## config.mk

```make
export PLATFORM = sky130hd
export DESIGN_NAME = avc_sps_picture_size_parser_core_flat
export DESIGN_NICKNAME = d
export VERILOG_FILES = /design/src/sps_size_pkg.sv /design/src/sps_size_if.sv /design/src/sps_size_rbsp.sv /design/src/sps_size_parser.sv /design/src/sps_size_calc.sv /design/src/avc_sps_picture_size_parser_core.sv /design/src/flat_wrapper.sv
export VERILOG_INCLUDE_DIRS = /design/src /design/src/src
export SDC_FILE = /design/constraint.sdc
export NUM_CORES = 1
export LEC_CHECK = 0
export BUFFER_PORTS_ARGS = -buffer_cell sky130_fd_sc_hd__buf_2
export CORE_UTILIZATION = 35
export CTS_CLUSTER_SIZE = 12
export DETAILED_ROUTE_END_ITERATION = 10
export SLEW_MARGIN = 15
export SYNTH_ARGS = -nofsm -noshare
export SYNTH_HDL_FRONTEND = slang
export SYNTH_SLANG_ARGS = --single-unit
export TNS_END_PERCENT = 50
```

## constraint.sdc

```tcl
create_clock -name clock -period 5.9 [get_ports clock]
set_clock_uncertainty 0.05 [all_clocks]
set_input_delay 1.18 -clock clock [delete_from_list [all_inputs] [get_ports clock]]
set_output_delay 1.18 -clock clock [all_outputs]
set_load 0.01 [all_outputs]
```

## src/avc_sps_picture_size_parser_core_macros.svh

```systemverilog
// Assertion macros for the SPS picture size parser.
// Included by the top level only; no other dependencies.
`ifndef AVC_SPS_PICTURE_SIZE_PARSER_CORE_MACROS_SVH
`define AVC_SPS_PICTURE_SIZE_PARSER_CORE_MACROS_SVH

// Condition must never hold outside reset.
`define SPS_ASSERT_NEVER(lbl, clk, rst, expr) \
   lbl: assert property (@(posedge clk) disable iff (rst) !(expr)) \
      else $error("sps parser: forbidden condition seen");

// Antecedent must imply consequent in the same cycle.
`define SPS_ASSERT_IMPLY(lbl, clk, rst, ante, cons) \
   lbl: assert property (@(posedge clk) disable iff (rst) (ante) |-> (cons)) \
      else $error("sps parser: implication failed");

`endif

```

## src/sps_size_pkg.sv

```systemverilog
// Shared constants, types and helper functions of the SPS picture size parser.
// No dependencies.
package sps_size_pkg;

   localparam int RBSP_BYTES        = 512;
   localparam int POC_CYCLE_LIMIT   = 256;
   localparam int GOLOMB_ZERO_LIMIT = 32;

   localparam int SEEN_W = $clog2(RBSP_BYTES + 1);
   localparam int CYC_W  = $clog2(POC_CYCLE_LIMIT + 1);
   localparam int ZERO_W = $clog2(GOLOMB_ZERO_LIMIT + 1);
   localparam int SIZE_W = 37;

   localparam int LISTS_444      = 12;
   localparam int LISTS_OTHER    = 8;
   localparam int SMALL_LISTS    = 6;
   localparam int SMALL_LIST_LEN = 16;
   localparam int LARGE_LIST_LEN = 64;
   localparam int SCALE_DEFAULT  = 8;
   localparam int MIN_NAL_BYTES  = 4;

   localparam logic [7:0] EPB_BYTE = 8'h03;

   localparam logic [7:0] PROF_HIGH     = 8'd100;
   localparam logic [7:0] PROF_HIGH10   = 8'd110;
   localparam logic [7:0] PROF_HIGH422  = 8'd122;
   localparam logic [7:0] PROF_HIGH444  = 8'd244;
   localparam logic [7:0] PROF_CAVLC444 = 8'd44;
   localparam logic [7:0] PROF_SCAL_B   = 8'd83;
   localparam logic [7:0] PROF_SCAL_H   = 8'd86;
   localparam logic [7:0] PROF_MV_H     = 8'd118;
   localparam logic [7:0] PROF_STEREO_H = 8'd128;
   localparam logic [7:0] PROF_MVCD     = 8'd138;
   localparam logic [7:0] PROF_MVCD3    = 8'd139;
   localparam logic [7:0] PROF_MFC_H    = 8'd134;

   typedef enum logic [4:0] {
      PH_PROFILE, PH_CONSTR, PH_LEVEL, PH_SPSID, PH_CHROMA, PH_SEPCOL,
      PH_BDLUMA, PH_BDCHROMA, PH_BYPASS, PH_SMPRESENT, PH_LISTFLAG, PH_DELTA,
      PH_LOG2FN, PH_POCTYPE, PH_POCLSB, PH_POCFLAG, PH_POCNONREF, PH_POCT2B,
      PH_POCCYC, PH_POCOFF, PH_MAXREF, PH_GAPS, PH_WMBS, PH_HMAP, PH_FRAMEONLY,
      PH_MBAFF, PH_DIRECT8, PH_CROPFLAG, PH_CROP, PH_DONE
   } phase_type;

   typedef enum logic [1:0] {
      CALC_IDLE, CALC_SUB, CALC_CHECK
   } calc_state_type;

   typedef struct packed {
      logic valid;
      logic data;
      logic last;
   } bit_beat_type;

   typedef struct packed {
      logic              done;
      logic              sep_plane;
      logic              cf_zero;
      logic              cf_one;
      logic              cf_three;
      logic              frame_only;
      logic [31:0]       width_in_mbs;
      logic [31:0]       height_in_map_units;
      logic [3:0][31:0]  crop_offsets;
   } sps_fields_type;

   function automatic logic is_high_profile(input logic [7:0] p);
      return p == PROF_HIGH || p == PROF_HIGH10 || p == PROF_HIGH422 ||
             p == PROF_HIGH444 || p == PROF_CAVLC444 || p == PROF_SCAL_B ||
             p == PROF_SCAL_H || p == PROF_MV_H || p == PROF_STEREO_H ||
             p == PROF_MVCD || p == PROF_MVCD3 || p == PROF_MFC_H;
   endfunction

   // Signed exp-Golomb mapping, low 8 bits only.
   function automatic logic [7:0] se_mod256(input logic [8:0] v);
      logic [9:0] t;
      t = {1'b0, v} + 10'd1;
      if (v[0]) begin
         return t[8:1];
      end else begin
         return 8'(8'd0 - v[8:1]);
      end
   endfunction

endpackage

```

## src/sps_size_if.sv

```systemverilog
// Handshake channels of the SPS picture size parser: NAL byte in, size out.
// No dependencies.
interface sps_size_req_if;
   logic       valid;
   logic       ready;
   logic [7:0] nal_byte;
   logic       last_byte;
   modport source (output valid, output nal_byte, output last_byte, input ready);
   modport sink (input valid, input nal_byte, input last_byte, output ready);
endinterface

interface sps_size_rsp_if;
   logic        valid;
   logic        ready;
   logic [15:0] pic_width;
   logic [15:0] pic_height;
   logic        size_ok;
   modport source (output valid, output pic_width, output pic_height, output size_ok,
                   input ready);
   modport sink (input valid, input pic_width, input pic_height, input size_ok,
                 output ready);
endinterface

```

## src/sps_size_rbsp.sv

```systemverilog
// Byte intake: header skip, emulation prevention removal, held byte, bit shifter.
// Depends on sps_size_pkg.
module sps_size_rbsp (
   input  logic                       clock,
   input  logic                       reset,
   input  logic                       accept,
   input  logic [7:0]                 nal_byte,
   input  logic                       last_byte,
   input  logic                       parser_done,
   input  logic                       calc_ready,
   output logic                       busy,
   output logic                       nal_end,
   output logic                       short_ok,
   output sps_size_pkg::bit_beat_type beat
);
   import sps_size_pkg::*;

   logic [2:0]        raw_cnt_ff, raw_cnt_in;
   logic [1:0]        zero_run_ff, zero_run_in;
   logic [SEEN_W-1:0] seen_ff, seen_in;
   logic [7:0]        held_ff, held_in;
   logic              held_valid_ff, held_valid_in;
   logic              data_end_ff, data_end_in;
   logic [15:0]       shift_ff, shift_in;
   logic [4:0]        cnt_ff, cnt_in;
   logic              final_ff, final_in;
   logic              flush_ff, flush_in;

   logic              live, epb, keep;
   logic [1:0]        nq;
   logic [15:0]       q;

   assign busy     = (cnt_ff != 5'd0) || flush_ff;
   assign nal_end  = flush_ff && (cnt_ff == 5'd0) && parser_done && calc_ready;
   assign short_ok = raw_cnt_ff >= 3'(MIN_NAL_BYTES);

   always_comb begin
      beat.valid = (cnt_ff != 5'd0) || (flush_ff && !parser_done);
      beat.data  = (cnt_ff != 5'd0) ? shift_ff[15] : 1'b0;
      beat.last  = (cnt_ff != 5'd0) ? (final_ff && cnt_ff == 5'd1) : 1'b1;
   end

   always_comb begin
      raw_cnt_in    = raw_cnt_ff;
      zero_run_in   = zero_run_ff;
      seen_in       = seen_ff;
      held_in       = held_ff;
      held_valid_in = held_valid_ff;
      data_end_in   = data_end_ff;
      shift_in      = shift_ff;
      cnt_in        = cnt_ff;
      final_in      = final_ff;
      flush_in      = flush_ff;
      live          = (raw_cnt_ff != 3'd0) && !data_end_ff;
      epb           = (zero_run_ff >= 2'd2) && (nal_byte == EPB_BYTE);
      keep          = live && !epb;
      nq            = 2'd0;
      q             = 16'd0;

      if (cnt_ff != 5'd0) begin
         // advance one bit toward the parser
         shift_in = {shift_ff[14:0], 1'b0};
         cnt_in   = cnt_ff - 5'd1;
      end

      if (accept) begin
         if (raw_cnt_ff < 3'(MIN_NAL_BYTES)) begin
            raw_cnt_in = raw_cnt_ff + 3'd1;
         end
         if (live) begin
            if (epb) begin
               zero_run_in = 2'd0;
            end else if (nal_byte == 8'd0) begin
               zero_run_in = (zero_run_ff < 2'd2) ? zero_run_ff + 2'd1 : 2'd2;
            end else begin
               zero_run_in = 2'd0;
            end
         end
         final_in = 1'b0;
         if (keep) begin
            if (held_valid_ff) begin
               q[15:8] = held_ff;
               nq      = 2'd1;
            end
            seen_in = seen_ff + SEEN_W'(1);
            if (seen_in >= SEEN_W'(RBSP_BYTES)) begin
               // payload full: push this byte too and close the stream
               if (nq == 2'd0) begin
                  q[15:8] = nal_byte;
               end else begin
                  q[7:0] = nal_byte;
               end
               nq            = nq + 2'd1;
               final_in      = 1'b1;
               held_valid_in = 1'b0;
               data_end_in   = 1'b1;
            end else begin
               held_in       = nal_byte;
               held_valid_in = 1'b1;
            end
         end
         if (last_byte && !data_end_in) begin
            if (held_valid_in) begin
               if (nq == 2'd0) begin
                  q[15:8] = held_in;
               end else begin
                  q[7:0] = held_in;
               end
               nq = nq + 2'd1;
            end
            final_in      = 1'b1;
            held_valid_in = 1'b0;
            data_end_in   = 1'b1;
         end
         shift_in = q;
         cnt_in   = {nq, 3'b000};
         flush_in = last_byte;
      end

      if (nal_end) begin
         raw_cnt_in    = 3'd0;
         zero_run_in   = 2'd0;
         seen_in       = '0;
         held_valid_in = 1'b0;
         data_end_in   = 1'b0;
         flush_in      = 1'b0;
         final_in      = 1'b0;
      end
   end

   always_ff @(posedge clock) begin
      if (reset) begin
         raw_cnt_ff    <= 3'd0;
         zero_run_ff   <= 2'd0;
         seen_ff       <= '0;
         held_valid_ff <= 1'b0;
         data_end_ff   <= 1'b0;
         cnt_ff        <= 5'd0;
         final_ff      <= 1'b0;
         flush_ff      <= 1'b0;
      end else begin
         raw_cnt_ff    <= raw_cnt_in;
         zero_run_ff   <= zero_run_in;
         seen_ff       <= seen_in;
         held_valid_ff <= held_valid_in;
         data_end_ff   <= data_end_in;
         cnt_ff        <= cnt_in;
         final_ff      <= final_in;
         flush_ff      <= flush_in;
      end
   end

   always_ff @(posedge clock) begin
      held_ff  <= held_in;
      shift_ff <= shift_in;
   end

endmodule

```

## src/sps_size_parser.sv

```systemverilog
// Bit-serial exp-Golomb parser of the SPS syntax up to frame cropping.
// Depends on sps_size_pkg.
module sps_size_parser (
   input  logic                         clock,
   input  logic                         reset,
   input  logic                         restart,
   input  sps_size_pkg::bit_beat_type   beat,
   output sps_size_pkg::sps_fields_type fields
);
   import sps_size_pkg::*;

   phase_type         phase_ff, phase_in;
   logic              is_ue_ff, is_ue_in;
   logic              suffix_ff, suffix_in;
   logic [ZERO_W-1:0] zeros_ff, zeros_in;
   logic [ZERO_W-1:0] bits_left_ff, bits_left_in;
   logic [31:0]       accum_ff, accum_in;
   logic [7:0]        profile_ff, profile_in;
   logic              cf0_ff, cf0_in, cf1_ff, cf1_in, cf3_ff, cf3_in;
   logic              sep_ff, sep_in;
   logic              frame_ff, frame_in;
   logic [31:0]       wmbs_ff, wmbs_in;
   logic [31:0]       hmap_ff, hmap_in;
   logic [3:0][31:0]  crop_ff, crop_in;
   logic [3:0]        list_idx_ff, list_idx_in;
   logic [6:0]        coef_ff, coef_in;
   logic [7:0]        scale_last_ff, scale_last_in;
   logic [CYC_W-1:0]  cyc_cnt_ff, cyc_cnt_in;
   logic [CYC_W-1:0]  cyc_idx_ff, cyc_idx_in;

   logic [31:0]       accum_sh, value;
   logic [ZERO_W-1:0] bits_dec;
   logic              finish;
   phase_type         nxt_ph;
   logic              nxt_ue;
   logic [ZERO_W-1:0] nxt_bits;
   logic [3:0]        li_next;
   logic              more_lists;
   logic [7:0]        sc_next;
   logic [6:0]        coef_next;
   logic [6:0]        list_len;
   logic [CYC_W-1:0]  ci_next;

   always_comb begin
      fields.done                = (phase_ff == PH_DONE);
      fields.sep_plane           = sep_ff;
      fields.cf_zero             = cf0_ff;
      fields.cf_one              = cf1_ff;
      fields.cf_three            = cf3_ff;
      fields.frame_only          = frame_ff;
      fields.width_in_mbs        = wmbs_ff;
      fields.height_in_map_units = hmap_ff;
      fields.crop_offsets        = crop_ff;
   end

   assign accum_sh   = {accum_ff[30:0], beat.data};
   assign bits_dec   = (bits_left_ff != '0) ? bits_left_ff - ZERO_W'(1) : '0;
   assign li_next    = list_idx_ff + 4'd1;
   assign more_lists = cf3_ff ? (li_next < 4'(LISTS_444)) : (li_next < 4'(LISTS_OTHER));
   assign coef_next  = coef_ff + 7'd1;
   assign list_len   = (list_idx_ff < 4'(SMALL_LISTS)) ? 7'(SMALL_LIST_LEN)
                                                      : 7'(LARGE_LIST_LEN);
   assign ci_next    = cyc_idx_ff + CYC_W'(1);

   always_comb begin
      phase_in      = phase_ff;
      is_ue_in      = is_ue_ff;
      suffix_in     = suffix_ff;
      zeros_in      = zeros_ff;
      bits_left_in  = bits_left_ff;
      accum_in      = accum_ff;
      profile_in    = profile_ff;
      cf0_in        = cf0_ff;
      cf1_in        = cf1_ff;
      cf3_in        = cf3_ff;
      sep_in        = sep_ff;
      frame_in      = frame_ff;
      wmbs_in       = wmbs_ff;
      hmap_in       = hmap_ff;
      crop_in       = crop_ff;
      list_idx_in   = list_idx_ff;
      coef_in       = coef_ff;
      scale_last_in = scale_last_ff;
      cyc_cnt_in    = cyc_cnt_ff;
      cyc_idx_in    = cyc_idx_ff;
      finish        = 1'b0;
      value         = 32'd0;
      nxt_ph        = PH_DONE;
      nxt_ue        = 1'b0;
      nxt_bits      = ZERO_W'(1);
      sc_next       = 8'(scale_last_ff + se_mod256(value[8:0]));

      if (beat.valid && phase_ff != PH_DONE) begin
         if (is_ue_ff && !suffix_ff) begin
            if (!beat.data && zeros_ff < ZERO_W'(GOLOMB_ZERO_LIMIT) && !beat.last) begin
               zeros_in = zeros_ff + ZERO_W'(1);
            end else if (zeros_ff == '0) begin
               finish = 1'b1;
            end else begin
               // leading one seeds the accumulator: it ends as 2^n + suffix
               suffix_in    = 1'b1;
               bits_left_in = zeros_ff;
               accum_in     = 32'd1;
            end
         end else begin
            accum_in     = accum_sh;
            bits_left_in = bits_dec;
            if (bits_dec == '0) begin
               finish = 1'b1;
               value  = is_ue_ff ? accum_sh - 32'd1 : accum_sh;
            end
         end
      end

      sc_next = 8'(scale_last_ff + se_mod256(value[8:0]));

      if (finish) begin
         case (phase_ff)
            PH_PROFILE: begin
               profile_in = value[7:0];
               nxt_ph     = PH_CONSTR;
               nxt_bits   = ZERO_W'(8);
            end
            PH_CONSTR: begin
               nxt_ph   = PH_LEVEL;
               nxt_bits = ZERO_W'(8);
            end
            PH_LEVEL: begin
               nxt_ph = PH_SPSID;
               nxt_ue = 1'b1;
            end
            PH_SPSID: begin
               nxt_ph = is_high_profile(profile_ff) ? PH_CHROMA : PH_LOG2FN;
               nxt_ue = 1'b1;
            end
            PH_CHROMA: begin
               cf0_in = (value == 32'd0);
               cf1_in = (value == 32'd1);
               cf3_in = (value == 32'd3);
               if (value == 32'd3) begin
                  nxt_ph = PH_SEPCOL;
               end else begin
                  nxt_ph = PH_BDLUMA;
                  nxt_ue = 1'b1;
               end
            end
            PH_SEPCOL: begin
               sep_in = (value != 32'd0);
               nxt_ph = PH_BDLUMA;
               nxt_ue = 1'b1;
            end
            PH_BDLUMA: begin
               nxt_ph = PH_BDCHROMA;
               nxt_ue = 1'b1;
            end
            PH_BDCHROMA: begin
               nxt_ph = PH_BYPASS;
            end
            PH_BYPASS: begin
               nxt_ph = PH_SMPRESENT;
            end
            PH_SMPRESENT: begin
               if (value != 32'd0) begin
                  list_idx_in = 4'd0;
                  nxt_ph      = PH_LISTFLAG;
               end else begin
                  nxt_ph = PH_LOG2FN;
                  nxt_ue = 1'b1;
               end
            end
            PH_LISTFLAG: begin
               if (value != 32'd0) begin
                  coef_in       = 7'd0;
                  scale_last_in = 8'(SCALE_DEFAULT);
                  nxt_ph        = PH_DELTA;
                  nxt_ue        = 1'b1;
               end else begin
                  list_idx_in = li_next;
                  nxt_ph      = more_lists ? PH_LISTFLAG : PH_LOG2FN;
                  nxt_ue      = !more_lists;
               end
            end
            PH_DELTA: begin
               if (sc_next != 8'd0) begin
                  scale_last_in = sc_next;
               end
               coef_in = coef_next;
               if (coef_next >= list_len || sc_next == 8'd0) begin
                  list_idx_in = li_next;
                  nxt_ph      = more_lists ? PH_LISTFLAG : PH_LOG2FN;
                  nxt_ue      = !more_lists;
               end else begin
                  nxt_ph = PH_DELTA;
                  nxt_ue = 1'b1;
               end
            end
            PH_LOG2FN: begin
               nxt_ph = PH_POCTYPE;
               nxt_ue = 1'b1;
            end
            PH_POCTYPE: begin
               if (value == 32'd0) begin
                  nxt_ph = PH_POCLSB;
                  nxt_ue = 1'b1;
               end else if (value == 32'd1) begin
                  nxt_ph = PH_POCFLAG;
               end else begin
                  nxt_ph = PH_MAXREF;
                  nxt_ue = 1'b1;
               end
            end
            PH_POCLSB: begin
               nxt_ph = PH_MAXREF;
               nxt_ue = 1'b1;
            end
            PH_POCFLAG: begin
               nxt_ph = PH_POCNONREF;
               nxt_ue = 1'b1;
            end
            PH_POCNONREF: begin
               nxt_ph = PH_POCT2B;
               nxt_ue = 1'b1;
            end
            PH_POCT2B: begin
               nxt_ph = PH_POCCYC;
               nxt_ue = 1'b1;
            end
            PH_POCCYC: begin
               // saturate: only compared against the capped index
               cyc_cnt_in = (value > 32'(2 ** CYC_W - 1)) ? CYC_W'(2 ** CYC_W - 1)
                                                          : value[CYC_W-1:0];
               cyc_idx_in = '0;
               nxt_ph     = (value == 32'd0) ? PH_MAXREF : PH_POCOFF;
               nxt_ue     = 1'b1;
            end
            PH_POCOFF: begin
               cyc_idx_in = ci_next;
               nxt_ue     = 1'b1;
               if (ci_next < cyc_cnt_ff && ci_next < CYC_W'(POC_CYCLE_LIMIT)) begin
                  nxt_ph = PH_POCOFF;
               end else begin
                  nxt_ph = PH_MAXREF;
               end
            end
            PH_MAXREF: begin
               nxt_ph = PH_GAPS;
            end
            PH_GAPS: begin
               nxt_ph = PH_WMBS;
               nxt_ue = 1'b1;
            end
            PH_WMBS: begin
               wmbs_in = value + 32'd1;
               nxt_ph  = PH_HMAP;
               nxt_ue  = 1'b1;
            end
            PH_HMAP: begin
               hmap_in = value + 32'd1;
               nxt_ph  = PH_FRAMEONLY;
            end
            PH_FRAMEONLY: begin
               frame_in = value[0];
               nxt_ph   = value[0] ? PH_DIRECT8 : PH_MBAFF;
            end
            PH_MBAFF: begin
               nxt_ph = PH_DIRECT8;
            end
            PH_DIRECT8: begin
               nxt_ph = PH_CROPFLAG;
            end
            PH_CROPFLAG: begin
               if (value != 32'd0) begin
                  list_idx_in = 4'd0;
                  nxt_ph      = PH_CROP;
                  nxt_ue      = 1'b1;
               end else begin
                  nxt_ph = PH_DONE;
               end
            end
            PH_CROP: begin
               crop_in[list_idx_ff[1:0]] = value;
               list_idx_in = li_next;
               nxt_ph      = (li_next < 4'd4) ? PH_CROP : PH_DONE;
               nxt_ue      = 1'b1;
            end
            default: begin
               nxt_ph = PH_DONE;
            end
         endcase
         phase_in     = nxt_ph;
         is_ue_in     = nxt_ue;
         suffix_in    = 1'b0;
         zeros_in     = '0;
         bits_left_in = nxt_ue ? '0 : nxt_bits;
         accum_in     = 32'd0;
      end
   end

   always_ff @(posedge clock) begin
      if (reset || restart) begin
         phase_ff      <= PH_PROFILE;
         is_ue_ff      <= 1'b0;
         suffix_ff     <= 1'b0;
         zeros_ff      <= '0;
         bits_left_ff  <= ZERO_W'(8);
         accum_ff      <= 32'd0;
         profile_ff    <= 8'd0;
         cf0_ff        <= 1'b0;
         cf1_ff        <= 1'b1;
         cf3_ff        <= 1'b0;
         sep_ff        <= 1'b0;
         frame_ff      <= 1'b0;
         wmbs_ff       <= 32'd0;
         hmap_ff       <= 32'd0;
         crop_ff       <= '0;
         list_idx_ff   <= 4'd0;
         coef_ff       <= 7'd0;
         scale_last_ff <= 8'(SCALE_DEFAULT);
         cyc_cnt_ff    <= '0;
         cyc_idx_ff    <= '0;
      end else begin
         phase_ff      <= phase_in;
         is_ue_ff      <= is_ue_in;
         suffix_ff     <= suffix_in;
         zeros_ff      <= zeros_in;
         bits_left_ff  <= bits_left_in;
         accum_ff      <= accum_in;
         profile_ff    <= profile_in;
         cf0_ff        <= cf0_in;
         cf1_ff        <= cf1_in;
         cf3_ff        <= cf3_in;
         sep_ff        <= sep_in;
         frame_ff      <= frame_in;
         wmbs_ff       <= wmbs_in;
         hmap_ff       <= hmap_in;
         crop_ff       <= crop_in;
         list_idx_ff   <= list_idx_in;
         coef_ff       <= coef_in;
         scale_last_ff <= scale_last_in;
         cyc_cnt_ff    <= cyc_cnt_in;
         cyc_idx_ff    <= cyc_idx_in;
      end
   end

endmodule

```

## src/sps_size_calc.sv

```systemverilog
// Crop arithmetic and result register: sizes, crop units, range checks.
// Depends on sps_size_pkg.
module sps_size_calc (
   input  logic                         clock,
   input  logic                         reset,
   input  logic                         start,
   input  logic                         short_ok,
   input  sps_size_pkg::sps_fields_type fields,
   input  logic                         out_ready,
   output logic                         ready,
   output logic                         out_valid,
   output logic [15:0]                  pic_width,
   output logic [15:0]                  pic_height,
   output logic                         size_ok
);
   import sps_size_pkg::*;

   calc_state_type    state_ff, state_in;
   logic [SIZE_W-1:0] wid_ff, wid_in, hgt_ff, hgt_in;
   logic [SIZE_W-1:0] cx_ff, cx_in, cy_ff, cy_in;
   logic              ok_ff, ok_in;
   logic              valid_ff, valid_in;
   logic [15:0]       width_ff, width_in, height_ff, height_in;
   logic              size_ok_ff, size_ok_in;

   logic              unit_flat, ux_sh;
   logic [1:0]        uy_sh;
   logic [32:0]       sum_x, sum_y;
   logic [SIZE_W:0]   diff_w, diff_h;
   logic              fine;

   assign ready      = (state_ff == CALC_IDLE) && !valid_ff;
   assign out_valid  = valid_ff;
   assign pic_width  = width_ff;
   assign pic_height = height_ff;
   assign size_ok    = size_ok_ff;

   assign unit_flat = fields.sep_plane || fields.cf_zero;
   assign ux_sh     = !(unit_flat || fields.cf_three);
   assign uy_sh     = {1'b0, !fields.frame_only} + {1'b0, !unit_flat && fields.cf_one};
   assign sum_x     = {1'b0, fields.crop_offsets[0]} + {1'b0, fields.crop_offsets[1]};
   assign sum_y     = {1'b0, fields.crop_offsets[2]} + {1'b0, fields.crop_offsets[3]};
   assign diff_w    = {1'b0, wid_ff} - {1'b0, cx_ff};
   assign diff_h    = {1'b0, hgt_ff} - {1'b0, cy_ff};
   assign fine      = ok_ff && (wid_ff != '0) && (hgt_ff != '0) &&
                      (wid_ff[SIZE_W-1:16] == '0) && (hgt_ff[SIZE_W-1:16] == '0);

   always_comb begin
      state_in   = state_ff;
      wid_in     = wid_ff;
      hgt_in     = hgt_ff;
      cx_in      = cx_ff;
      cy_in      = cy_ff;
      ok_in      = ok_ff;
      valid_in   = valid_ff && !out_ready;
      width_in   = width_ff;
      height_in  = height_ff;
      size_ok_in = size_ok_ff;
      case (state_ff)
         CALC_IDLE: begin
            if (start) begin
               wid_in   = SIZE_W'({fields.width_in_mbs, 4'b0000});
               hgt_in   = SIZE_W'({fields.height_in_map_units, 4'b0000})
                          << !fields.frame_only;
               cx_in    = SIZE_W'(sum_x) << ux_sh;
               cy_in    = SIZE_W'(sum_y) << uy_sh;
               ok_in    = short_ok;
               state_in = CALC_SUB;
            end
         end
         CALC_SUB: begin
            // a borrow means the crop consumes the picture
            ok_in    = ok_ff && !diff_w[SIZE_W] && !diff_h[SIZE_W];
            wid_in   = diff_w[SIZE_W-1:0];
            hgt_in   = diff_h[SIZE_W-1:0];
            state_in = CALC_CHECK;
         end
         CALC_CHECK: begin
            valid_in   = 1'b1;
            width_in   = fine ? wid_ff[15:0] : 16'd0;
            height_in  = fine ? hgt_ff[15:0] : 16'd0;
            size_ok_in = fine;
            state_in   = CALC_IDLE;
         end
         default: begin
            state_in = CALC_IDLE;
         end
      endcase
   end

   always_ff @(posedge clock) begin
      if (reset) begin
         state_ff <= CALC_IDLE;
         valid_ff <= 1'b0;
      end else begin
         state_ff <= state_in;
         valid_ff <= valid_in;
      end
   end

   always_ff @(posedge clock) begin
      wid_ff     <= wid_in;
      hgt_ff     <= hgt_in;
      cx_ff      <= cx_in;
      cy_ff      <= cy_in;
      ok_ff      <= ok_in;
      width_ff   <= width_in;
      height_ff  <= height_in;
      size_ok_ff <= size_ok_in;
   end

endmodule

```

## src/avc_sps_picture_size_parser_core.sv

```systemverilog
// SPS picture size parser, top level. One NAL byte per beat on req_ch.
// A kept byte is shifted into the exp-Golomb parser one bit per cycle, and req_ch
// stays not ready while the bit shifter still holds bits of earlier bytes.
// After the last byte, the parser runs on zero bits one per cycle until the
// syntax is complete; the crop unit then subtracts and checks before the rsp_ch beat.
// Synchronous reset returns to the start of syntax; so does the end of every NAL.
`include "avc_sps_picture_size_parser_core_macros.svh"
module avc_sps_picture_size_parser_core (
   input logic           clock,
   input logic           reset,
   sps_size_req_if.sink  req_ch,
   sps_size_rsp_if.source rsp_ch
);
   import sps_size_pkg::*;

   logic           busy;
   logic           accept;
   logic           nal_end;
   logic           short_ok;
   logic           calc_ready;
   logic           rsp_nonzero;
   bit_beat_type   beat;
   sps_fields_type fields;

   assign req_ch.ready = !busy;
   assign accept       = req_ch.valid && !busy;
   assign rsp_nonzero  = (rsp_ch.pic_width != 16'd0) && (rsp_ch.pic_height != 16'd0);

   sps_size_rbsp u_rbsp (
      .clock       (clock),
      .reset       (reset),
      .accept      (accept),
      .nal_byte    (req_ch.nal_byte),
      .last_byte   (req_ch.last_byte),
      .parser_done (fields.done),
      .calc_ready  (calc_ready),
      .busy        (busy),
      .nal_end     (nal_end),
      .short_ok    (short_ok),
      .beat        (beat)
   );

   sps_size_parser u_parser (
      .clock   (clock),
      .reset   (reset),
      .restart (nal_end),
      .beat    (beat),
      .fields  (fields)
   );

   sps_size_calc u_calc (
      .clock      (clock),
      .reset      (reset),
      .start      (nal_end),
      .short_ok   (short_ok),
      .fields     (fields),
      .out_ready  (rsp_ch.ready),
      .ready      (calc_ready),
      .out_valid  (rsp_ch.valid),
      .pic_width  (rsp_ch.pic_width),
      .pic_height (rsp_ch.pic_height),
      .size_ok    (rsp_ch.size_ok)
   );

   `SPS_ASSERT_NEVER(a_no_accept_while_shifting, clock, reset, accept && beat.valid)
   `SPS_ASSERT_IMPLY(a_end_after_parse, clock, reset, nal_end, fields.done)
   `SPS_ASSERT_IMPLY(a_end_with_free_slot, clock, reset, nal_end, !rsp_ch.valid)
   `SPS_ASSERT_IMPLY(a_ok_means_nonzero, clock, reset, rsp_ch.valid && rsp_ch.size_ok, rsp_nonzero)

endmodule
```

## src/flat_wrapper.sv

```systemverilog
// flat-port wrapper written by rule: the top's interface ports become plain ports
module avc_sps_picture_size_parser_core_flat import sps_size_pkg::*;
  (clock, reset, req_ch_valid, req_ch_nal_byte, req_ch_last_byte, req_ch_ready, rsp_ch_valid, rsp_ch_pic_width, rsp_ch_pic_height, rsp_ch_size_ok, rsp_ch_ready);
  sps_size_req_if req_ch_i ();
  sps_size_rsp_if rsp_ch_i ();
  input logic clock;
  input logic reset;
  input wire logic [$bits(req_ch_i.valid)-1:0] req_ch_valid;
  input wire logic [$bits(req_ch_i.nal_byte)-1:0] req_ch_nal_byte;
  input wire logic [$bits(req_ch_i.last_byte)-1:0] req_ch_last_byte;
  output wire logic [$bits(req_ch_i.ready)-1:0] req_ch_ready;
  output wire logic [$bits(rsp_ch_i.valid)-1:0] rsp_ch_valid;
  output wire logic [$bits(rsp_ch_i.pic_width)-1:0] rsp_ch_pic_width;
  output wire logic [$bits(rsp_ch_i.pic_height)-1:0] rsp_ch_pic_height;
  output wire logic [$bits(rsp_ch_i.size_ok)-1:0] rsp_ch_size_ok;
  input wire logic [$bits(rsp_ch_i.ready)-1:0] rsp_ch_ready;
  assign req_ch_i.valid = req_ch_valid;
  assign req_ch_i.nal_byte = req_ch_nal_byte;
  assign req_ch_i.last_byte = req_ch_last_byte;
  assign req_ch_ready = req_ch_i.ready;
  assign rsp_ch_valid = rsp_ch_i.valid;
  assign rsp_ch_pic_width = rsp_ch_i.pic_width;
  assign rsp_ch_pic_height = rsp_ch_i.pic_height;
  assign rsp_ch_size_ok = rsp_ch_i.size_ok;
  assign rsp_ch_i.ready = rsp_ch_ready;
  avc_sps_picture_size_parser_core u_core (.clock(clock), .reset(reset), .req_ch(req_ch_i), .rsp_ch(rsp_ch_i));
endmodule
```

==> run summary, run 1 <==
The cell depth of the worst hold path came out at 2. TritonCTS built the clock tree. The clock tree synthesis step divided the H-tree into 2 levels. Counting along the longest clock path gives a buffer depth of 3. The congestion estimate from routability-driven global placement came to 0.915. The number of nets in the synthesized netlist came out at 3972. The final period utilization is 94.0%. The worst hold path terminates at u_core.u_parser.fields[41].

Summed over all cells, the static leakage comes to 13.8 nW. The clock transition at the registers of the reported paths came out at 0.06 ns. Setup violations remaining at the end of the flow were counted as 0. The overall routing resource usage came out at 19.4%. The x dimension of the die came out at 303 um. The first-pass iteration count of the detailed router is 5. The run finished with clean final reports. Registers take 12500 um2. The flop and latch count out of synthesis came out at 521. The fraction of synthesis flops using an asynchronous set or reset pin came out at 0%.

The die boundary height came out at 303 um. Measured against its own limit, the worst slew margin works out to 6.49%. The number of nets with antenna violations after detailed routing is 0. Setup repair after global routing left no endpoint under its margin. The path class of the tightest hold or removal check is register to register. Entering global routing, the biggest net connects 154 pins.

Summing all placed instances gives a cell area of 33200 um2. The worst hold path begins at u_core.u_parser.fields[41]. The initial core utilization is 35.3%.

Power spread over the standard cell area amounts to 284 nW/um2. The detailed route wirelength on metal2 came out at 40600 um. The area occupied by multi-input gates is 18000 um2. The count of endpoints failing hold in the final timing report was 0. The category of the most critical setup path is register to register.

The number of different library cells in the post-synthesis netlist is 104. For the worst setup path, the data required time is 6.41 ns. Summed over all layers, the global routing overflow is 0. The share of post-route cells with drive strength above 1 is 8.32%. The register-to-register setup slack came out at 0.36 ns. Along the worst path, the maximum fanout reaches 7.

The shortest clock period the worst path allows after layout is 5.54 ns. The worst register-to-register path has a depth of 27. The core outline area came out at 90000 um2. The post-synth design cell area came out at 31800 um2. 0 antenna diodes ended up in the layout. The reported max-cap violation count is 0. Wires add up to 90800 um.

Summed over all nets, the half-perimeter wirelength after detailed placement is 66400 um. Clock tree synthesis selected as its root buffer the cell sky130_fd_sc_hd__clkbuf_16. In the routed layout, each cell is associated on average with a via count of 5.39.

The area of the die is 92000 um2. The number of antenna violations at the first check in global routing came to 2. The destination of the worst register-to-register timing path is u_core.u_parser.list_idx_ff[1]. Hold is met by 0.404 ns. The data arrival time of the critical path is 6.05 ns. The remaining design rule violation count is 0. Counting the fill cells in the layout gives 9237. Once layout is done, the placed cells without fillers occupy 35400 um2.

The mean cell area of the mapped netlist came out at 8.41 um2. The number of global-route vias before repair came out at 25.3k. The maximum clock frequency is 0.180 GHz. The measured slew at the worst slew-check pin came out at 1.39 ns. The number of warnings issued by yosys came out at 0. In the detailed route, the total length drawn on met3 is 4540 um. In this run, synthesis inferred 202 flip-flops with an integrated enable.

Buffers inserted during clock tree synthesis total 60. The number of hold buffers added after cts came out at 0. The global-route wire length before repair came out at 142000 um. After floorplanning, the core was divided into 110 placement rows.

In the final routed layout, each cell accounts on average for 18.2 um. For the worst-skew pair, the clock arrives at the later sink with an insertion delay of 0.66 ns. The top routing layer in use is met5. 48 I/O pins were placed. The clock net in this run drives a total of 521 sinks.

The post-synthesis sequential area ratio is 39.2%. STA classifies the critical path startpoint as a register. The number of buffers inserted by port buffering is 47. The final-layout setup total negative slack is 0 ns. The top flip-flop cell by instance count after synthesis is sky130_fd_sc_hd__dfxtp_1. Across all layers, the routed design uses 26.8k vias.

Compared with the post-synthesis result, the final layout area differs by 11.4%. STA classifies the critical path endpoint as a register. The worst IR drop on VDD is 0.252 mV.

The count of pins over their slew limit came out at 0. In this run the critical register-to-register path is launched from u_core.u_rbsp.cnt_ff[0]. The first routing iteration left 2086 violations. The cell count after synthesis came out at 3778.

The final net count is 3950. The sum of routed wire segments on met1 came out at 41300 um.
metrics by stage:
| step | worst slack, ns | utilization [%] | cells | total power (W) |
|---|---|---|---|---|
| after floorplan | 0.341 | - | 3778 | 0.00558 |
| after global placement | -0.0154 | 36.8 | 4868 | 0.00611 |
| after detailed placement | -0.165 | 36.8 | 4868 | 0.00611 |
| after CTS | 0.0152 | 39.2 | 4984 | 0.0101 |
| after global routing | 0.00432 | 39.3 | 4984 | 0.0105 |
| final | 0.355 | 39.3 | 4984 | 0.0101 |
cell usage after synthesis (18+ instances only):
cell	count	area, um2
sky130_fd_sc_hd__a211oi_1	78	586
sky130_fd_sc_hd__dfxtp_1	319	6390
sky130_fd_sc_hd__o21ai_0	201	1010
sky130_fd_sc_hd__nor2b_1	31	194
sky130_fd_sc_hd__or3_1	25	156
sky130_fd_sc_hd__nor4_1	45	282
sky130_fd_sc_hd__a21o_1	73	548
sky130_fd_sc_hd__a31oi_1	20	125
sky130_fd_sc_hd__ha_1	176	2200
sky130_fd_sc_hd__mux2i_1	72	721
sky130_fd_sc_hd__edfxtp_1	202	6070
sky130_fd_sc_hd__o31ai_1	21	158
sky130_fd_sc_hd__nand2_1	582	2180
sky130_fd_sc_hd__nand3_1	82	410
sky130_fd_sc_hd__and3_1	26	163
sky130_fd_sc_hd__and2_1	54	338
sky130_fd_sc_hd__xor2_1	84	736
sky130_fd_sc_hd__nor2_1	336	1260
sky130_fd_sc_hd__inv_1	155	582
sky130_fd_sc_hd__nand4_1	28	175
sky130_fd_sc_hd__nand2b_1	42	263
sky130_fd_sc_hd__a21oi_1	405	2030
sky130_fd_sc_hd__clkbuf_1	158	593
sky130_fd_sc_hd__xnor2_1	123	1080
sky130_fd_sc_hd__o21a_1	27	203
sky130_fd_sc_hd__buf_1	18	67.6
sky130_fd_sc_hd__nor3_1	93	465
registers in the layout, indices dropped and copies added, names as in the netlist, 8 cells and up:
name	count
u_core.u_calc.hgt_ff	37
u_core.u_rbsp.held_ff	8
u_core.u_parser.scale_last_ff	8
u_core.u_rbsp.seen_ff	10
u_core.u_parser.cyc_cnt_ff	9
u_core.u_parser.cyc_idx_ff	9
u_core.u_parser.fields	128
u_core.u_parser.accum_ff	31
u_core.u_calc.wid_ff	37
u_core.u_parser.wmbs_ff	32
u_core.u_parser.hmap_ff	32
u_core.u_calc.cy_ff	36
u_core.u_rbsp.shift_ff	16
u_core.u_parser.profile_ff	8
u_core.u_calc.cx_ff	34
u_core.u_calc.pic_width	16
u_core.u_calc.pic_height	16
timing repair:
| action | in CTS | in global routing |
|---|---|---|
| setup buffers | 2 | 0 |
| resized for setup | 3 | 15 |
| setup endpoints to repair | 5 | 17 |
| pin swaps | 1 | 2 |
| endpoints found under the hold margin | 0 | 0 |
routing by layer:
metal	track usage, %	vias up
met5	0	-
met4	8.87	4
met3	2.66	200
met2	31.2	662
met1	25.8	12600
li1	-	13400
how the worst max path moves through the flow:
| stage | start | end | slack (ns) | depth (start not counted) |
|---|---|---|---|---|
| final | u_core.u_rbsp.cnt_ff[0] | u_core.u_parser.list_idx_ff[1] | 0.36 | 27 |
| after global routing | u_core.u_rbsp.cnt_ff[0] | u_core.u_parser.list_idx_ff[0] | 0.004 | 26 |
| after CTS | u_core.u_rbsp.cnt_ff[0] | u_core.u_parser.list_idx_ff[1] | 0.02 | 27 |
| after detailed placement | u_core.u_rbsp.cnt_ff[0] | u_core.u_parser.list_idx_ff[0] | -0.17 | 26 |
| after global placement | u_core.u_rbsp.cnt_ff[0] | u_core.u_parser.list_idx_ff[0] | -0.02 | 26 |
| after floorplan | u_core.u_rbsp.cnt_ff[0] | u_core.u_parser.list_idx_ff[3] | 0.34 | 28 |
worst max-delay path, cell delays in order (launching register included):
cell and delay, ns:
sky130_fd_sc_hd__dfxtp_1 0.33, sky130_fd_sc_hd__inv_1 0.11, sky130_fd_sc_hd__ha_2 0.22, sky130_fd_sc_hd__or4b_4 0.53, sky130_fd_sc_hd__buf_4 0.19, sky130_fd_sc_hd__o221a_2 0.26, sky130_fd_sc_hd__and4_1 0.23, sky130_fd_sc_hd__nand2_2 0.15
sky130_fd_sc_hd__inv_1 0.07, sky130_fd_sc_hd__buf_4 0.16, sky130_fd_sc_hd__ha_1 0.24, sky130_fd_sc_hd__nand2_1 0.10, sky130_fd_sc_hd__nor2_1 0.06, sky130_fd_sc_hd__a21oi_1 0.17, sky130_fd_sc_hd__xnor2_1 0.17, sky130_fd_sc_hd__ha_1 0.31
sky130_fd_sc_hd__a21o_1 0.19, sky130_fd_sc_hd__a21oi_1 0.13, sky130_fd_sc_hd__nand2_1 0.11, sky130_fd_sc_hd__o31ai_2 0.22, sky130_fd_sc_hd__xnor3_1 0.28, sky130_fd_sc_hd__xor2_2 0.20, sky130_fd_sc_hd__a221oi_2 0.09, sky130_fd_sc_hd__a21o_1 0.24
sky130_fd_sc_hd__nor4b_4 0.34, sky130_fd_sc_hd__buf_4 0.18, sky130_fd_sc_hd__nand3_1 0.06, sky130_fd_sc_hd__o31ai_1 0.07
layout make-up:
class	instances	share of cell area (%)
clock buffers	83	4.84
clock inverters	31	1.12
inverters	157	1.67
multi-input cells	2900	50.8
flip-flops and latches	521	35.2
well taps	1176	4.16
repair buffers	116	2.18
report_power, final:
group | switching (W) | total, W | internal (W) | leakage (nW)
sequential | 0.000119 | 0.00403 | 0.00391 | 4.48
combinational | 0.00139 | 0.00208 | 0.000691 | 8.29
clock | 0.00161 | 0.00395 | 0.00234 | 1.03
total | 0.00312 | 0.0101 | 0.00694 | 13.8
kinds of logic (layout without fill, tap and decap cells):
group,Yosys count,after routing,synth area share [%]
simple gates,1428,1428,21.0
xor+xnor,208,208,5.78
fa+ha+maj,181,181,7.25
buf+inv,357,387,4.67
flops,521,521,39.2
compound gates,994,994,19.2
mux,89,89,2.94
cells in the final DEF, fill, tap and decap left out, types with 10 or more instances in the layout:
| cell type | instances |
|---|---|
| sky130_fd_sc_hd__and2_1 | 54 |
| sky130_fd_sc_hd__nor4_1 | 43 |
| sky130_fd_sc_hd__clkbuf_1 | 11 |
| sky130_fd_sc_hd__nand2_1 | 577 |
| sky130_fd_sc_hd__buf_4 | 67 |
| sky130_fd_sc_hd__clkbuf_16 | 61 |
| sky130_fd_sc_hd__and3_1 | 26 |
| sky130_fd_sc_hd__a211oi_1 | 78 |
| sky130_fd_sc_hd__a31oi_1 | 20 |
| sky130_fd_sc_hd__nor2_1 | 334 |
| sky130_fd_sc_hd__xnor2_1 | 123 |
| sky130_fd_sc_hd__a21o_1 | 73 |
| sky130_fd_sc_hd__nor2b_1 | 29 |
| sky130_fd_sc_hd__o21ai_0 | 201 |
| sky130_fd_sc_hd__o22ai_1 | 10 |
| sky130_fd_sc_hd__nor3_1 | 88 |
| sky130_fd_sc_hd__buf_2 | 47 |
| sky130_fd_sc_hd__nand2b_1 | 40 |
| sky130_fd_sc_hd__o211ai_1 | 17 |
| sky130_fd_sc_hd__edfxtp_1 | 202 |
| sky130_fd_sc_hd__clkinv_2 | 10 |
| sky130_fd_sc_hd__ha_1 | 172 |
| sky130_fd_sc_hd__nand3_1 | 82 |
| sky130_fd_sc_hd__dfxtp_1 | 318 |
| sky130_fd_sc_hd__a211o_1 | 11 |
| sky130_fd_sc_hd__o21a_1 | 27 |
| sky130_fd_sc_hd__clkbuf_8 | 10 |
| sky130_fd_sc_hd__xor2_1 | 83 |
| sky130_fd_sc_hd__nor3b_1 | 10 |
| sky130_fd_sc_hd__mux2i_1 | 72 |
| sky130_fd_sc_hd__nand4_1 | 28 |
| sky130_fd_sc_hd__inv_1 | 154 |
| sky130_fd_sc_hd__a21oi_1 | 405 |
| sky130_fd_sc_hd__o31ai_1 | 20 |
| sky130_fd_sc_hd__or2_2 | 11 |
| sky130_fd_sc_hd__o21bai_1 | 13 |
| sky130_fd_sc_hd__a22oi_1 | 15 |
| sky130_fd_sc_hd__mux2_2 | 15 |
| sky130_fd_sc_hd__a221oi_1 | 10 |
| sky130_fd_sc_hd__or3_1 | 25 |
Power figures use the tool's default switching activity.
==> run 2: changes to the inputs <==
--- a/config.mk
+++ b/config.mk
@@ -6,8 +6,9 @@
 export SDC_FILE = /design/constraint.sdc
 export NUM_CORES = 1
 export LEC_CHECK = 0
+export ABC_AREA = 1
 export BUFFER_PORTS_ARGS = -buffer_cell sky130_fd_sc_hd__buf_2
-export CORE_UTILIZATION = 35
+export CORE_UTILIZATION = 38
 export CTS_CLUSTER_SIZE = 12
 export DETAILED_ROUTE_END_ITERATION = 10
 export SLEW_MARGIN = 15
==> run 2 against run 1 <==
First-iteration DRC count up 1.6%. Utilization up 3.3 points. Final area down 0.89%. Power down 4.2%. Die area down 7.8%. Combinational power down 11%. Via count up 5.3%. Sequential share of layout area up 0.31 points. Largest power group unchanged. Synthesized area about the same. Maximum frequency up 4.6%.
==> run summary, run 2 <==
The count of antenna diodes in the layout is 0. The number of nets in the synthesized netlist came out at 4398. The cell family contributing the most delay on the critical path is simple AND/OR/NAND/NOR gates. The buffer count from post-CTS setup fixing came out at 0. The clock latency on the worst-skew pair is 0.65 ns. The leakage power figure is 15.1 nW. In this design, the stage delay of the slowest critical-path cell is 0.42 ns. The clock tree buffer depth came out at 3. The top cell types in the final layout, fill and taps aside, are 644 x sky130_fd_sc_hd__nand2_1, 540 x sky130_fd_sc_hd__inv_1, 449 x sky130_fd_sc_hd__o21ai_0. The final net count is 4398. The share of post-route cells with drive strength above 1 came out at 6.93%. The area occupied by multi-input gates is 16700 um2.

The design draws 0.00964 W. Leaving out fill and tap cells, the most frequent cell in the layout is sky130_fd_sc_hd__nand2_1. The number of buffers inserted by port buffering is 47.

After global routing the overflow that remains totals 0. The largest total area in the synthesized netlist belongs to sky130_fd_sc_hd__dfxtp_1. Sorting the synthesized cells by how often they occur yields 646 x sky130_fd_sc_hd__nand2_1, 541 x sky130_fd_sc_hd__inv_1, 449 x sky130_fd_sc_hd__o21ai_0. The number of different library cells in the post-synthesis netlist is 70. Of all flip-flops after synthesis, the portion carrying an async set or reset was 0%. STA classifies the critical path startpoint as a register. The path class of the tightest hold or removal check is register to register. The worst path needs 5.30 ns of the cycle, external delays included. The first-pass iteration count of the detailed router came out at 6. The core outline area is 82400 um2. The deepest level of the CTS H-tree came out at 2. The endpoint class of the critical path is a register.

The cell with the largest stage delay on the worst path is sky130_fd_sc_hd__xor2_1. The initial core utilization came out at 38.6%. Of the total power, combinational logic draws 19.3%. The logic depth of the worst path, buffers included is 30. The average via count per standard cell is 5.31. The final-layout setup total negative slack is 0 ns. The routed length per instance came out at 17.5 um. The estimated wirelength of the detail-placed design came out at 70400 um. Of all nets on the critical path, the largest fanout is 9.

For this run, the number of Yosys warnings is 0. CTS saw 521 sinks. The final period utilization came out at 89.9%. The reported max-cap violation count is 0.

After filler insertion, the fill cell instance count of the layout stands at 8443. The cell depth of the worst hold path is 2. The area of the die came out at 84800 um2. The number of hold buffers added after cts came out at 0.

Measured in cells, the most critical reg-to-reg path has a length of 30. The flop and latch count out of synthesis is 521. The worst pin sits at a relative slew slack of 22.5%. The measured slew at the worst slew-check pin came out at 1.15 ns.

The final wirelength is 93100 um. Entering global routing, the biggest net connects 86 pins. The detailed router finished its first iteration with 2119 violations. The floorplan step set the die width to 291 um. In this run the remaining antenna-violating nets after routing total 0. Net switching is 31.8% of the power.

The most common cell in the synthesized netlist is sky130_fd_sc_hd__nand2_1. The internal portion of total power is 0.00658 W. Setup repair after global routing left no endpoint under its margin. The post-synth design cell area came out at 31800 um2. The mean cell area of the mapped netlist is 7.56 um2. The sequential share of power came out at 42.1%. Setup violations remaining at the end of the flow were counted as 0. By startpoint and endpoint, the worst setup path is classified as register to register.

In this run the power density over the cells is 275 nW/um2. By area the synthesized netlist is led by sky130_fd_sc_hd__dfxtp_1 20%, sky130_fd_sc_hd__edfxtp_1 19%, sky130_fd_sc_hd__nand2_1 7.6%, sky130_fd_sc_hd__o21ai_0 7.1%, sky130_fd_sc_hd__a21oi_1 7.0%. Relative to the synthesized area, the layout overhead comes to 10.3%. TritonCTS built the clock tree. The number of antenna violations at the first check in global routing came out at 1. The count of endpoints failing hold in the final timing report is 0.

Detailed routing inserted a total of 28.3k vias. The total area of sequential cells came out at 12500 um2. Among all flip-flop cells after synthesis, the most frequent one is sky130_fd_sc_hd__dfxtp_1. In the synthesized netlist, the number of instances is 4204. The critical path required time came out at 6.36 ns.

The clock transition at the registers of the reported paths came out at 0.06 ns. The total net switching power came out at 0.00306 W. The number of cells upsized or downsized after cts is 0. The register with the most flip-flops in the layout has 128 of them. The congestion estimate from routability-driven global placement came to 0.925.

48 I/O pins were placed. The number of buffers created by CTS came out at 59. The run finished with clean final reports.

After detailed routing, the number of remaining DRC violations is 0. The number of global-route vias before repair is 26.1k. The number of standard-cell rows in the floorplan is 105. The post-synthesis sequential area ratio is 39.2%.

Timing would allow up to 0.189 GHz. The data arrival time of the critical path is 5.76 ns. The fraction of post-synthesis cell area in the top cell type by area came out at 20.1%. The count of buffering cells on the critical path with inverters included came out at 6. The global-route wire length before repair came out at 145000 um. The count of pins over their slew limit was 0. The tree is rooted in a sky130_fd_sc_hd__clkbuf_16. The die boundary height came out at 291 um. Among the stages of the critical path, the cell type that occurs most often is sky130_fd_sc_hd__inv_1. Across every metal layer, demand over resource in global routing totals 21.4%. The worst IR drop on VDD came out at 0.276 mV. The clock network fraction of total power is 38.6%. In this run, synthesis inferred 202 flip-flops with an integrated enable.
## run 2: cell types whose count changed after synthesis, sizes merged, moves of 61 or more
cell    before  now
a211oi      78    3
a21o        73    5
inv        155  556
mux2i       72   11
nand2      582  661
nand3       83  248
nor2       338  424
o21ai      204  469
xnor2      123   41
## run 2: power by group through the flow
stage,clock network [W],registers (W),logic [W]
after CTS,0.00379,0.00406,0.00185
final,0.00372,0.00406,0.00186
after global routing,0.00393,0.00408,0.00207
after floorplan,0,0.00409,0.00144
after detailed placement,0,0.00413,0.00184
after global placement,0,0.00413,0.00185
## run 2: path summary, 6_finish.rpt
path	startpoint	to	slack, ns
setup / recovery	u_core.u_rbsp.cnt_ff[0]	u_core.u_parser.list_idx_ff[1]	0.60
hold / removal	u_core.u_parser.suffix_ff	u_core.u_parser.suffix_ff	0.40
setup reg to reg	u_core.u_rbsp.cnt_ff[0]	u_core.u_parser.list_idx_ff[1]	0.60
hold reg to reg	u_core.u_parser.suffix_ff	u_core.u_parser.suffix_ff	0.40
## run 2: cell type report
cell class / count / share of cell area, %
inverters: 563 / 6.05
clock inverters: 22 / 0.667
repair buffers: 81 / 1.47
multi-input cells: 2978 / 47.6
well taps: 1070 / 3.82
flip-flops and latches: 521 / 35.5
clock buffers: 90 / 4.89
## run 2: metal layers
layer / share of wire (%) / GRT usage [%] / vias to the layer above
met4: 2.4 / 5.91 / 2
met2: 46 / 35.2 / 658
met5: 0.014 / 0 / -
li1: - / - / 14300
met1: 47 / 29.5 / 13200
met3: 4.8 / 2.41 / 129
## run 2: cell families after synthesis
logic type,count (synthesis),share of synthesized area [%]
simple gates,1545,22.0
flops,521,39.2
xor+xnor,142,3.91
compound gates,1099,18.8
fa+ha+maj,181,7.24
buf+inv,705,8.51
mux,11,0.346
## run 2: metrics by stage
stage                     util [%]  setup slack, ns  instances  hold WS (ns)  instance area (um2)
after detailed placement      40.2            0.651       5213         0.397                33100
after floorplan                  -            0.847       4204         0.381                31800
final                         42.6            0.598       5325         0.404                35100
after global routing          42.6            0.102       5325         0.415                35100
after global placement        40.2            0.740       5213         0.390                33100
after CTS                     42.6            0.617       5325         0.407                35100
## run 2: worst register-to-register path, delay by kind of cell, from the launching register on
family	cells	cell delay, ns
and+or+nand+nor	12	1.82
AOI/OAI and AO/OA	7	1.10
buffers and inverters	6	0.73
adders and majority gates	3	0.61
xor gates and xnor gates	2	0.52
DFF	1	0.34
